`src/sv/cds_pkg.sv`:
```
// Shared types and constants for the codel size detector.
// Used by the controller, the datapath and the top level; depends on nothing.
package cds_pkg;

    // Field and register widths
    localparam int DIM_W     = 13;
    localparam int RUN_W     = DIM_W + 1;
    localparam int PIXEL_W   = 8;
    localparam int STATUS_W  = 2;
    localparam int CFG_IDX_W = 2;
    localparam int DIM_MAX   = (2 ** DIM_W) - 1;

    // Default parameter values
    localparam int DEF_MAX_WIDTH  = 4096;
    localparam int DEF_MAX_HEIGHT = 4096;
    localparam int DEF_COLOR_BITS = 8;

    // Configuration register indexes
    localparam logic [CFG_IDX_W-1:0] CFG_FRAME_WIDTH  = 2'd0;
    localparam logic [CFG_IDX_W-1:0] CFG_FRAME_HEIGHT = 2'd1;
    localparam logic [CFG_IDX_W-1:0] CFG_FIXED_SIZE   = 2'd2;

    // Result status codes
    localparam logic [STATUS_W-1:0] STATUS_OK         = 2'd0;
    localparam logic [STATUS_W-1:0] STATUS_BAD_WIDTH  = 2'd1;
    localparam logic [STATUS_W-1:0] STATUS_BAD_HEIGHT = 2'd2;

    // Controller states
    typedef enum logic [2:0] {
        ST_IDLE,
        ST_UPDATE,
        ST_SIZE,
        ST_DIV_W,
        ST_DIV_H,
        ST_OUTPUT
    } state_t;

    // Commands from controller to datapath
    typedef struct packed {
        logic accept;
        logic update;
        logic div_load_w;
        logic div_load_h;
        logic div_step;
        logic load_out;
    } ctrl_cmd_t;

    // Status from datapath to controller
    typedef struct packed {
        logic frame_end;
        logic div_done;
        logic out_free;
    } dp_status_t;

endpackage

```
`src/sv/cds_ctrl.sv`:
```
// Controller state machine for the codel size detector.
// Depends on cds_pkg for the state type and the command and status structs.
module cds_ctrl import cds_pkg::*; (
    input  logic       aclk,
    input  logic       aresetn,
    input  logic       s_valid,
    output logic       s_ready,
    input  dp_status_t sts,
    output ctrl_cmd_t  cmd
);

    state_t state_reg;
    state_t state_next;

    // State register
    always_ff @(posedge aclk) begin
        if (!aresetn) begin
            state_reg <= ST_IDLE;
        end else begin
            state_reg <= state_next;
        end
    end

    // Next state
    always_comb begin
        state_next = state_reg;
        unique case (state_reg)
            ST_IDLE: begin
                if (s_valid) begin
                    state_next = ST_UPDATE;
                end
            end
            ST_UPDATE: begin
                state_next = sts.frame_end ? ST_SIZE : ST_IDLE;
            end
            ST_SIZE: begin
                state_next = ST_DIV_W;
            end
            ST_DIV_W: begin
                if (sts.div_done) begin
                    state_next = ST_DIV_H;
                end
            end
            ST_DIV_H: begin
                if (sts.div_done) begin
                    state_next = ST_OUTPUT;
                end
            end
            ST_OUTPUT: begin
                if (sts.out_free) begin
                    state_next = ST_IDLE;
                end
            end
            default: begin
                state_next = ST_IDLE;
            end
        endcase
    end

    // Outputs
    always_comb begin
        cmd     = '0;
        s_ready = 1'b0;
        unique case (state_reg)
            ST_IDLE: begin
                s_ready    = 1'b1;
                cmd.accept = s_valid;
            end
            ST_UPDATE: begin
                cmd.update = 1'b1;
            end
            ST_SIZE: begin
                cmd.div_load_w = 1'b1;
            end
            ST_DIV_W: begin
                cmd.div_load_h = sts.div_done;
                cmd.div_step   = !sts.div_done;
            end
            ST_DIV_H: begin
                cmd.div_step = !sts.div_done;
            end
            ST_OUTPUT: begin
                cmd.load_out = sts.out_free;
            end
            default: begin
                cmd = '0;
            end
        endcase
    end

endmodule

```
`config.mk`:
```
export PLATFORM = sky130hd
export DESIGN_NAME = cds_ctrl
export DESIGN_NICKNAME = d
export VERILOG_FILES = /design/src/sv/cds_pkg.sv /design/src/sv/cds_ctrl.sv
export SDC_FILE = /design/constraint.sdc
export NUM_CORES = 1
export LEC_CHECK = 0
export BUFFER_PORTS_ARGS = -buffer_cell sky130_fd_sc_hd__buf_2
export CAP_MARGIN = 15
export CORE_AREA = 2 2 39 41
export CTS_CLUSTER_SIZE = 8
export DETAILED_ROUTE_END_ITERATION = 8
export DIE_AREA = 0 0 41 43
export GPL_TIMING_DRIVEN = 0
export PLACE_DENSITY = 0.46
export SETUP_SLACK_MARGIN = 0.1
export SLEW_MARGIN = 20
export SYNTH_ARGS = -nofsm -noshare
export SYNTH_HDL_FRONTEND = slang
export SYNTH_SLANG_ARGS = --single-unit
export TNS_END_PERCENT = 30
```
`constraint.sdc`:
```
create_clock -name aclk -period 1.3 [get_ports aclk]
set_clock_uncertainty 0.15 [all_clocks]
set_input_delay 0.065 -clock aclk [delete_from_list [all_inputs] [get_ports aclk]]
set_output_delay 0.065 -clock aclk [all_outputs]
set_load 0.01 [all_outputs]
```
==> results.yml, run 1 <==
outcome:
  status: "finished with violations"
  violations: "negative setup slack"
critical_path:
  crit_fanout: 8
  reg2reg_slack_ns: 0.12
  cp_num_buf_inv: 2
  critPathLaunchType: "flop"
  cp_data_required_time_ns: 1.09
  worst-endpoint-arrival_ns: 1.14
  slowest_delay_ns: 0.31
  crit_path_end_kind: "output port"
  r2r_start: "state_reg[1]"
  reg2reg_depth: 4
  path_delay_family: "simple AND/OR/NAND/NOR gates"
  crit_chain: "buf_6 > and2b_1 > and3_1 > buf_2"
  crit_type: "flop to output port"
  slowest_stage: "dfxtp_2"
  r2r-end: "state_reg[2]"
die:
  coreArea_mm2: 0.00138
  start_util_pct: 16.7
  die_h_um: 43
  fp.dieW_um: 41
  ios: 13
  rows: 14
  dieArea_mm2: 0.00176
placed_design:
  routabilityCongestion: 0.740
  placed_area_um2: 317
  port_buffers: 12
routing:
  ant_nets: 0
  firstDrtPassIters: 2
  drt_iter0_drc: 4
  drc: 0
  via_count: 267
  routed_wl_um: 597
  detail_route.wl_per_cell_um: 9.05
  via_per_inst: 4.05
min_path:
  hold_depth: 4
  min_path_type: "input port to flop"
  hold_end: "state_reg[1]"
  hold_start: "sts[1]"
clocking:
  clockBufferDepth: 2
  h-tree-depth: 1
  clkLatencyLatePin_ns: 0.23
  clk_pin_slew_ns: 0.04
  clockRootBuffer: "clkbuf_4"
  numCtsBuffers: 3
  cts_tree: "done"
  cts.sinks: 3
logic_synthesis:
  synth-seq-cells: 3
  syn-instance-count: 29
  seq_area_frac_synth_pct: 25.9
  synth_cell_types: 20
  netlist_area_um2: 231
  syn_nets: 35
  synth.avg_cell_area_um2: 7.98
  ys_warn_count: 0
layout:
  antenna_cells: 0
  design_area_um2: 423
  fillers: 155
  largest_reg_flops: 3
  syn_to_final_growth_pct: 82.7
  drive_above_1_share_pct: 56.0
  num-nets-final: 57
timing:
  finalCritPeriodShare_pct: 104
  rsz0062_at_grt: "yes"
  tns_ns: -0.105
  fin_ws_ns: -0.0566
  maxSlewViolCount: 0
  worstMarginPinSlew_ns: 0.124
  hold_violations: 0
  relSlewSlack_pct: 91.5
  fin_crit_ns: 1.36
  clock.fmax_mhz: 737
  setup_viol: 4
grt:
  grt_usage_pct: 8.22
  overflow: 0
  grt_max_degree: 9
  grt_pass1_wl_um: 952
  grt_pass1_vias: 251
  antenna_found_initial: 0
pwr:
  p_leak_nw: 0.206
  combPwrFrac_pct: 27.4
  swShare_pct: 26.4
  p_switching_uw: 97.8
  peakVddDrop_mv: 0.269
  power_density_mw_per_mm2: 875
  seqPwrFrac_pct: 27.3
  intPower_uw: 272
  p_total_uw: 370
  p_clk_share_pct: 45.3
flow_run:
  drv_cap: 0
repair_timing:
action | 4_1_cts | 5_1_grt
endpoints found under the hold margin | 3 | 0
hold buffers | 2 | 0
setup buffers | 3 | 0
pin swaps | 1 | 2
resized for setup | 4 | 6
endpoints found under the setup margin | 8 | 9
kinds of logic after synthesis:
kind of cell    after synthesis  synth area share (%)
simple gates                 16                  44.3
compound gates                6                  15.7
flops                         3                  25.9
buf+inv                       3                  9.73
mux                           1                  4.32
cell usage after synthesis:
cell type	instances	area, um^2
a21boi_1	1	7.51
a21oi_1	3	15.0
and2_1	1	6.26
and2b_1	2	15.0
and3_1	2	12.5
buf_4	1	7.51
buf_6	1	11.3
dfxtp_1	3	60.1
inv_1	1	3.75
mux2i_1	1	10.0
nand2_1	3	11.3
nand2b_1	1	6.26
nand3b_1	1	7.51
nor2_1	1	3.75
nor2b_1	1	6.26
nor2b_4	1	13.8
nor3_1	1	5.00
nor3b_1	2	15.0
o21a_1	1	7.51
o22ai_1	1	6.26
placed cells by master (no fill, tap or decap), types with 2 or more instances in the layout:
cell type / count
buf_2: 10
buf_6: 4
a21oi_1: 3
nand2_1: 3
clkbuf_4: 3
buf_4: 3
dfxtp_2: 3
nor2b_4: 2
and2b_1: 2
dlygate4sd3_1: 2
power groups by stage:
stage / combinational, mW / clock [mW] / sequential [mW]
after floorplan: 0.0508 / 0 / 0.101
after global placement: 0.0781 / 0 / 0.101
after detailed placement: 0.0774 / 0 / 0.101
after CTS: 0.0934 / 0.175 / 0.101
after global routing: 0.112 / 0.177 / 0.101
final: 0.102 / 0.168 / 0.101
how the worst max path moves through the flow:
stage                 startpoint      endpoint  slack [ns]  cells after the start
floorplan           state_reg[0]  state_reg[2]        0.11                      4
global placement    state_reg[1]  state_reg[2]        0.10                      4
detailed placement  state_reg[1]  state_reg[2]        0.11                      4
CTS                 state_reg[1]        cmd[0]       -0.07                      4
global route        state_reg[1]        cmd[0]       -0.11                      4
finish              state_reg[1]        cmd[0]       -0.06                      4
layer usage:
layer	global-route usage, %	vias to the layer above	part of all wire, %
met5	0	-	0
met4	6.00	0	0
met3	4.71	0	6.4
met2	9.38	10	49
met1	10.9	117	44
li1	-	140	-
stage by stage:
stage	utilization, %	cells	setup WS (ns)	hold slack [ns]
2_1_floorplan	-	29	0.108	0.0275
3_3_place_gp	22.9	57	0.104	0.170
3_5_place_dp	22.9	57	0.109	0.171
4_1_cts	28.4	66	-0.0716	0.0134
5_1_grt	30.6	66	-0.112	0.0361
6_report	30.6	66	-0.0566	0.0180
worst min-delay path, stage by stage:
cell and delay (ns):
buf_2 0.11, nand2_1 0.07, nand2_1 0.06, a21oi_1 0.05
final cells by class:
type                    count  area, um^2  area share, %
well taps                  16        20.0           4.73
clock buffers               4        26.3           6.21
repair buffers             17         115           27.2
flip-flops and latches      3        63.8           15.1
plain buffers               2        22.5           5.33
multi-input cells          23         171           40.5
inverters                   1        3.75          0.888
Note: power is estimated with default switching activity, not from simulation.
==> run 2, diff against run 1 <==
- SLEW_MARGIN: 20 -> 25
- clock period: 1.3 -> 1.55 ns (I/O delays scaled with it)
==> run 2 against run 1 <==
Effect of this change: the flow now finishes without violations; sequential cell count unchanged; cell count shrank 4.5%; worst setup slack better by 0.19 ns; clock power decreased by 18%; register-to-register slack gained 0.24 ns; critical path type unchanged; largest cell class unchanged.
==> results.yml, run 2 (synthesized netlist as in run 1, its figures left out) <==
critical_path:
  worst-endpoint-arrival_ns: 1.18
  crit_path_end_kind: "output port"
  cp_num_buf_inv: 2
  crit_type: "flop to output port"
  crit_fanout: 10
  cp_data_required_time_ns: 1.32
  crit_chain: "buf_4 > and2b_1 > and3_1 > buf_2"
  startpoint: "state_reg[1]"
  critPathLaunchType: "flop"
  slowest_stage: "dfxtp_1"
  r2r_start: "state_reg[1]"
  slowest_delay_ns: 0.30
  path_delay_family: "simple AND/OR/NAND/NOR gates"
timing:
  relSlewSlack_pct: 88.3
  finalCritPeriodShare_pct: 91.1
  rsz0062_at_grt: "yes"
  clock.fmax_mhz: 708
  hold_violations: 0
  tns_ns: 0
  maxSlewViolCount: 0
  fin_crit_ns: 1.41
  worstMarginPinSlew_ns: 0.174
  setup_viol: 0
grt:
  grt_pass1_wl_um: 883
  grt_pass1_vias: 222
  grt_max_degree: 11
  overflow: 0
  antenna_found_initial: 0
  grt_usage_pct: 8.22
die:
  start_util_pct: 16.7
  coreArea_mm2: 0.00138
  fp.dieW_um: 41
  die_h_um: 43
  rows: 14
  dieArea_mm2: 0.00176
  ios: 13
layout:
  layout_common_cells: "buf_2, a21oi_1, nand2_1, clkbuf_4"
  final_common_cell: "buf_2"
  fin_util_pct: 25.9
  largest_reg_flops: 3
  num-nets-final: 54
  antenna_cells: 0
  syn_to_final_growth_pct: 55.1
  drive_above_1_share_pct: 40.4
clocking:
  clockBufferDepth: 2
  numCtsBuffers: 3
  cts_tree: "done"
  cts.sinks: 3
  h-tree-depth: 1
  clockRootBuffer: "clkbuf_4"
  clkLatencyLatePin_ns: 0.23
  clk_pin_slew_ns: 0.04
placed_design:
  hpwl_um: 410
  port_buffers: 12
  routabilityCongestion: 0.700
routing:
  drt_iter0_drc: 2
  detail_route.wl_per_cell_um: 8.57
  firstDrtPassIters: 2
  via_per_inst: 4.22
  routed_wl_um: 540
  drc: 0
  via_count: 266
  ant_nets: 0
min_path:
  min_path_type: "input port to flop"
  hold_start: "sts[1]"
pwr:
  p_leak_nw: 0.182
  power_density_mw_per_mm2: 799
  peakVddDrop_mv: 0.205
outcome:
  status: "finished, final reports clean"
flow_run:
  drv_cap: 0
==> run 2: changes by cell type in the layout (fill, tap and decap cells not counted), moves of 2 or more <==
cell     delta
buf_4       -2
buf_2       +2
dfxtp_1     +2
dfxtp_2     -2
buf_6       -3
==> run 2: layout make-up <==
cell class,instances,area [um^2]
fillers,159,1020
multi-input cells,23,149
repair buffers,14,80.1
flip-flops and latches,3,61.3
clock buffers,4,26.3
well taps,16,20.0
plain buffers,2,18.8
inverters,1,3.75
==> run 2: worst paths after layout <==
check                       to  slack, ns  cells after the start
setup / recovery        cmd[0]       0.14                      4
hold / removal    state_reg[1]       0.03                      4
setup reg to reg  state_reg[2]       0.36                      4
hold reg to reg   state_reg[1]       0.45                      3
==> run 2: stage by stage <==
stage	setup WS, ns	power [mW]	cell area (um^2)	instances	hold slack, ns
floorplan	0.323	0.125	231	29	0.0450
global placement	0.359	0.148	312	57	0.183
detailed placement	0.360	0.148	312	57	0.178
CTS	0.124	0.296	358	63	0.0299
global route	0.0502	0.316	359	63	0.0409
finish	0.138	0.287	359	63	0.0345
==> run 2: power by group <==
group	internal, mW	switching, mW
Combinational	0.0354	0.0307
Sequential	0.0817	0.00174
Clock	0.0965	0.0410
Total	0.214	0.0734
==> run 2: timing repair <==
item / in CTS / in global routing
hold endpoints to repair: 3 / 0
setup buffers: 0 / 0
hold buffers: 2 / 0
resized for setup: 0 / 1
endpoints found under the setup margin: 0 / 4
==> run 2: worst min-delay path: stages <==
cell and delay (ns):
buf_2 0.11, nand2_1 0.07, nand2_1 0.06, a21oi_1 0.05
==> run 2: metal layers <==
layer / up-vias / wire length [um] / track usage [%] / share of wire, %
li1: 136 / - / - / -
met2: 8 / 251 / 9.06 / 46
met3: 0 / 24 / 6.28 / 4.4
met5: - / 0 / 0 / 0
met1: 122 / 264 / 9.29 / 49
met4: 0 / 0 / 8.00 / 0
==> run 3, diff against run 2 <==
- BUFFER_PORTS_ARGS: -buffer_cell sky130_fd_sc_hd__buf_2 -> not set
- DONT_BUFFER_PORTS: not set -> 1
- PLACE_DENSITY: 0.46 -> 0.38
- SETUP_SLACK_MARGIN: 0.1 -> 0.3
==> run 3 against run 2 <==
Effect of this change: clock power about the same; routed wire length increased by 7.2%; first-iteration DRC count increased by 50%; sequential share of layout area decreased by 0.74 points; cell area increased by 4.5%; power increased by 1.7%.
==> results.yml, run 3 (synthesized netlist as in run 1, its figures left out) <==
pwr:
  peakVddDrop_mv: 0.385
  power_density_mw_per_mm2: 777
  intPower_uw: 218
  p_clk_share_pct: 46.3
  seqPwrFrac_pct: 28.7
  p_total_uw: 292
  swShare_pct: 25.2
  combPwrFrac_pct: 25.0
  p_switching_uw: 73.5
  p_leak_nw: 0.158
timing:
  relSlewSlack_pct: 73.1
  rsz0062_at_grt: "yes"
  maxSlewViolCount: 0
  setup_viol: 0
  finalCritPeriodShare_pct: 84.6
  hold_violations: 0
  clock.fmax_mhz: 762
  tns_ns: 0
  fin_crit_ns: 1.31
  whs_ns: 0.0384
  worstMarginPinSlew_ns: 0.403
placed_design:
  placed_area_um2: 251
  port_buffers: 0
  routabilityCongestion: 0.730
  hpwl_um: 398
routing:
  drc: 0
  dr_wl_met3_um: 36
  via_per_inst: 4.20
  via_count: 235
  met2_length_um: 276
  drt_iter0_drc: 3
  routed_wl_um: 579
  ant_nets: 0
  detail_route.wl_per_cell_um: 10.3
  drt-met1-wl_um: 266
  firstDrtPassIters: 2
  top_layer: "met3"
min_path:
  min_path_type: "input port to output port"
  hold_depth: 1
  hold_start: "sts[1]"
  hold_end: "cmd[1]"
clocking:
  cts_tree: "done"
  clkLatencyLatePin_ns: 0.23
  clk_pin_slew_ns: 0.04
  numCtsBuffers: 3
  clockRootBuffer: "clkbuf_4"
  h-tree-depth: 1
  cts.sinks: 3
  clockBufferDepth: 2
critical_path:
  crit_type: "flop to output port"
  crit_fanout: 8
  cp_num_buf_inv: 1
  cp_data_required_time_ns: 1.32
  slowest_delay_ns: 0.30
  path_delay_family: "simple AND/OR/NAND/NOR gates"
  r2r_start: "state_reg[0]"
  reg2reg_depth: 4
  reg2reg_slack_ns: 0.31
  critPathLaunchType: "flop"
  startpoint: "state_reg[0]"
  r2r-end: "state_reg[2]"
  crit_chain: "buf_6 > nor3_4 > and2_4"
  crit_path_end_kind: "output port"
  path_depth: 3
  slowest_stage: "dfxtp_1"
  worst-endpoint-arrival_ns: 1.08
die:
  coreArea_mm2: 0.00138
  ios: 13
  start_util_pct: 16.7
  dieArea_mm2: 0.00176
  rows: 14
  fp.dieW_um: 41
  die_h_um: 43
layout:
  antenna_cells: 0
  num-nets-final: 47
  design_area_um2: 375
  drive_above_1_share_pct: 37.5
  syn_to_final_growth_pct: 62.2
  layout_common_cells: "dlygate4sd3_1, a21oi_1, nand2_1, clkbuf_4"
  largest_reg_flops: 3
  final_common_cell: "dlygate4sd3_1"
outcome:
  status: "finished, final reports clean"
grt:
  grt_max_degree: 9
  grt_pass1_wl_mm: 1.03
  antenna_found_initial: 0
  grt_usage_pct: 8.93
  overflow: 0
  grt_pass1_vias: 236
flow_run:
  drv_cap: 0
run 3: cell types whose count changed in the layout (fill, tap and decap cells not counted), sizes merged:
cell / before / now
buf: 14 / 4
dlygate4sd3: 2 / 5
run 3: layout make-up:
class,instances,area (um^2)
buffer,2,22.5
clock buffer,4,26.3
fill,160,1010
inverter,1,3.75
multi-input combinational,23,176
sequential,3,61.3
tap,16,20.0
timing repair buffer,7,65.1
run 3: through the flow:
step           setup slack [ns]  utilization (%)  cells
2_1_floorplan             0.323                -     29
3_3_place_gp              0.250             18.2     45
4_1_cts                   0.233             26.8     56
5_1_grt                   0.179             27.1     56
6_report                  0.238             27.1     56
3_5_place_dp              0.261             18.2     45
run 3: repair_timing:
action	4_1_cts	5_1_grt
hold buffers	5	0
hold endpoints to repair	3	0
pin swaps	3	0
endpoints found under the setup margin	7	7
setup buffers	2	0
cloned	0	0
resized for setup	8	1
run 3: how the worst max path moves through the flow:
stage                   to
floorplan           cmd[5]
global placement    cmd[5]
detailed placement  cmd[5]
CTS                 cmd[5]
global route        cmd[0]
finish              cmd[5]
run 3: metal layers:
layer	up-vias	track usage, %
li1	121	-
met1	105	12.2
met2	9	10.3
met3	0	6.28
met4	0	4.00
met5	-	0
run 3: power groups by stage:
stage	clock [mW]	combinational (mW)	sequential, mW
after global routing	0.156	0.0807	0.0840
after detailed placement	0	0.0467	0.0846
after global placement	0	0.0466	0.0845
final	0.135	0.0728	0.0838
after CTS	0.142	0.0724	0.0838
after floorplan	0	0.0410	0.0843
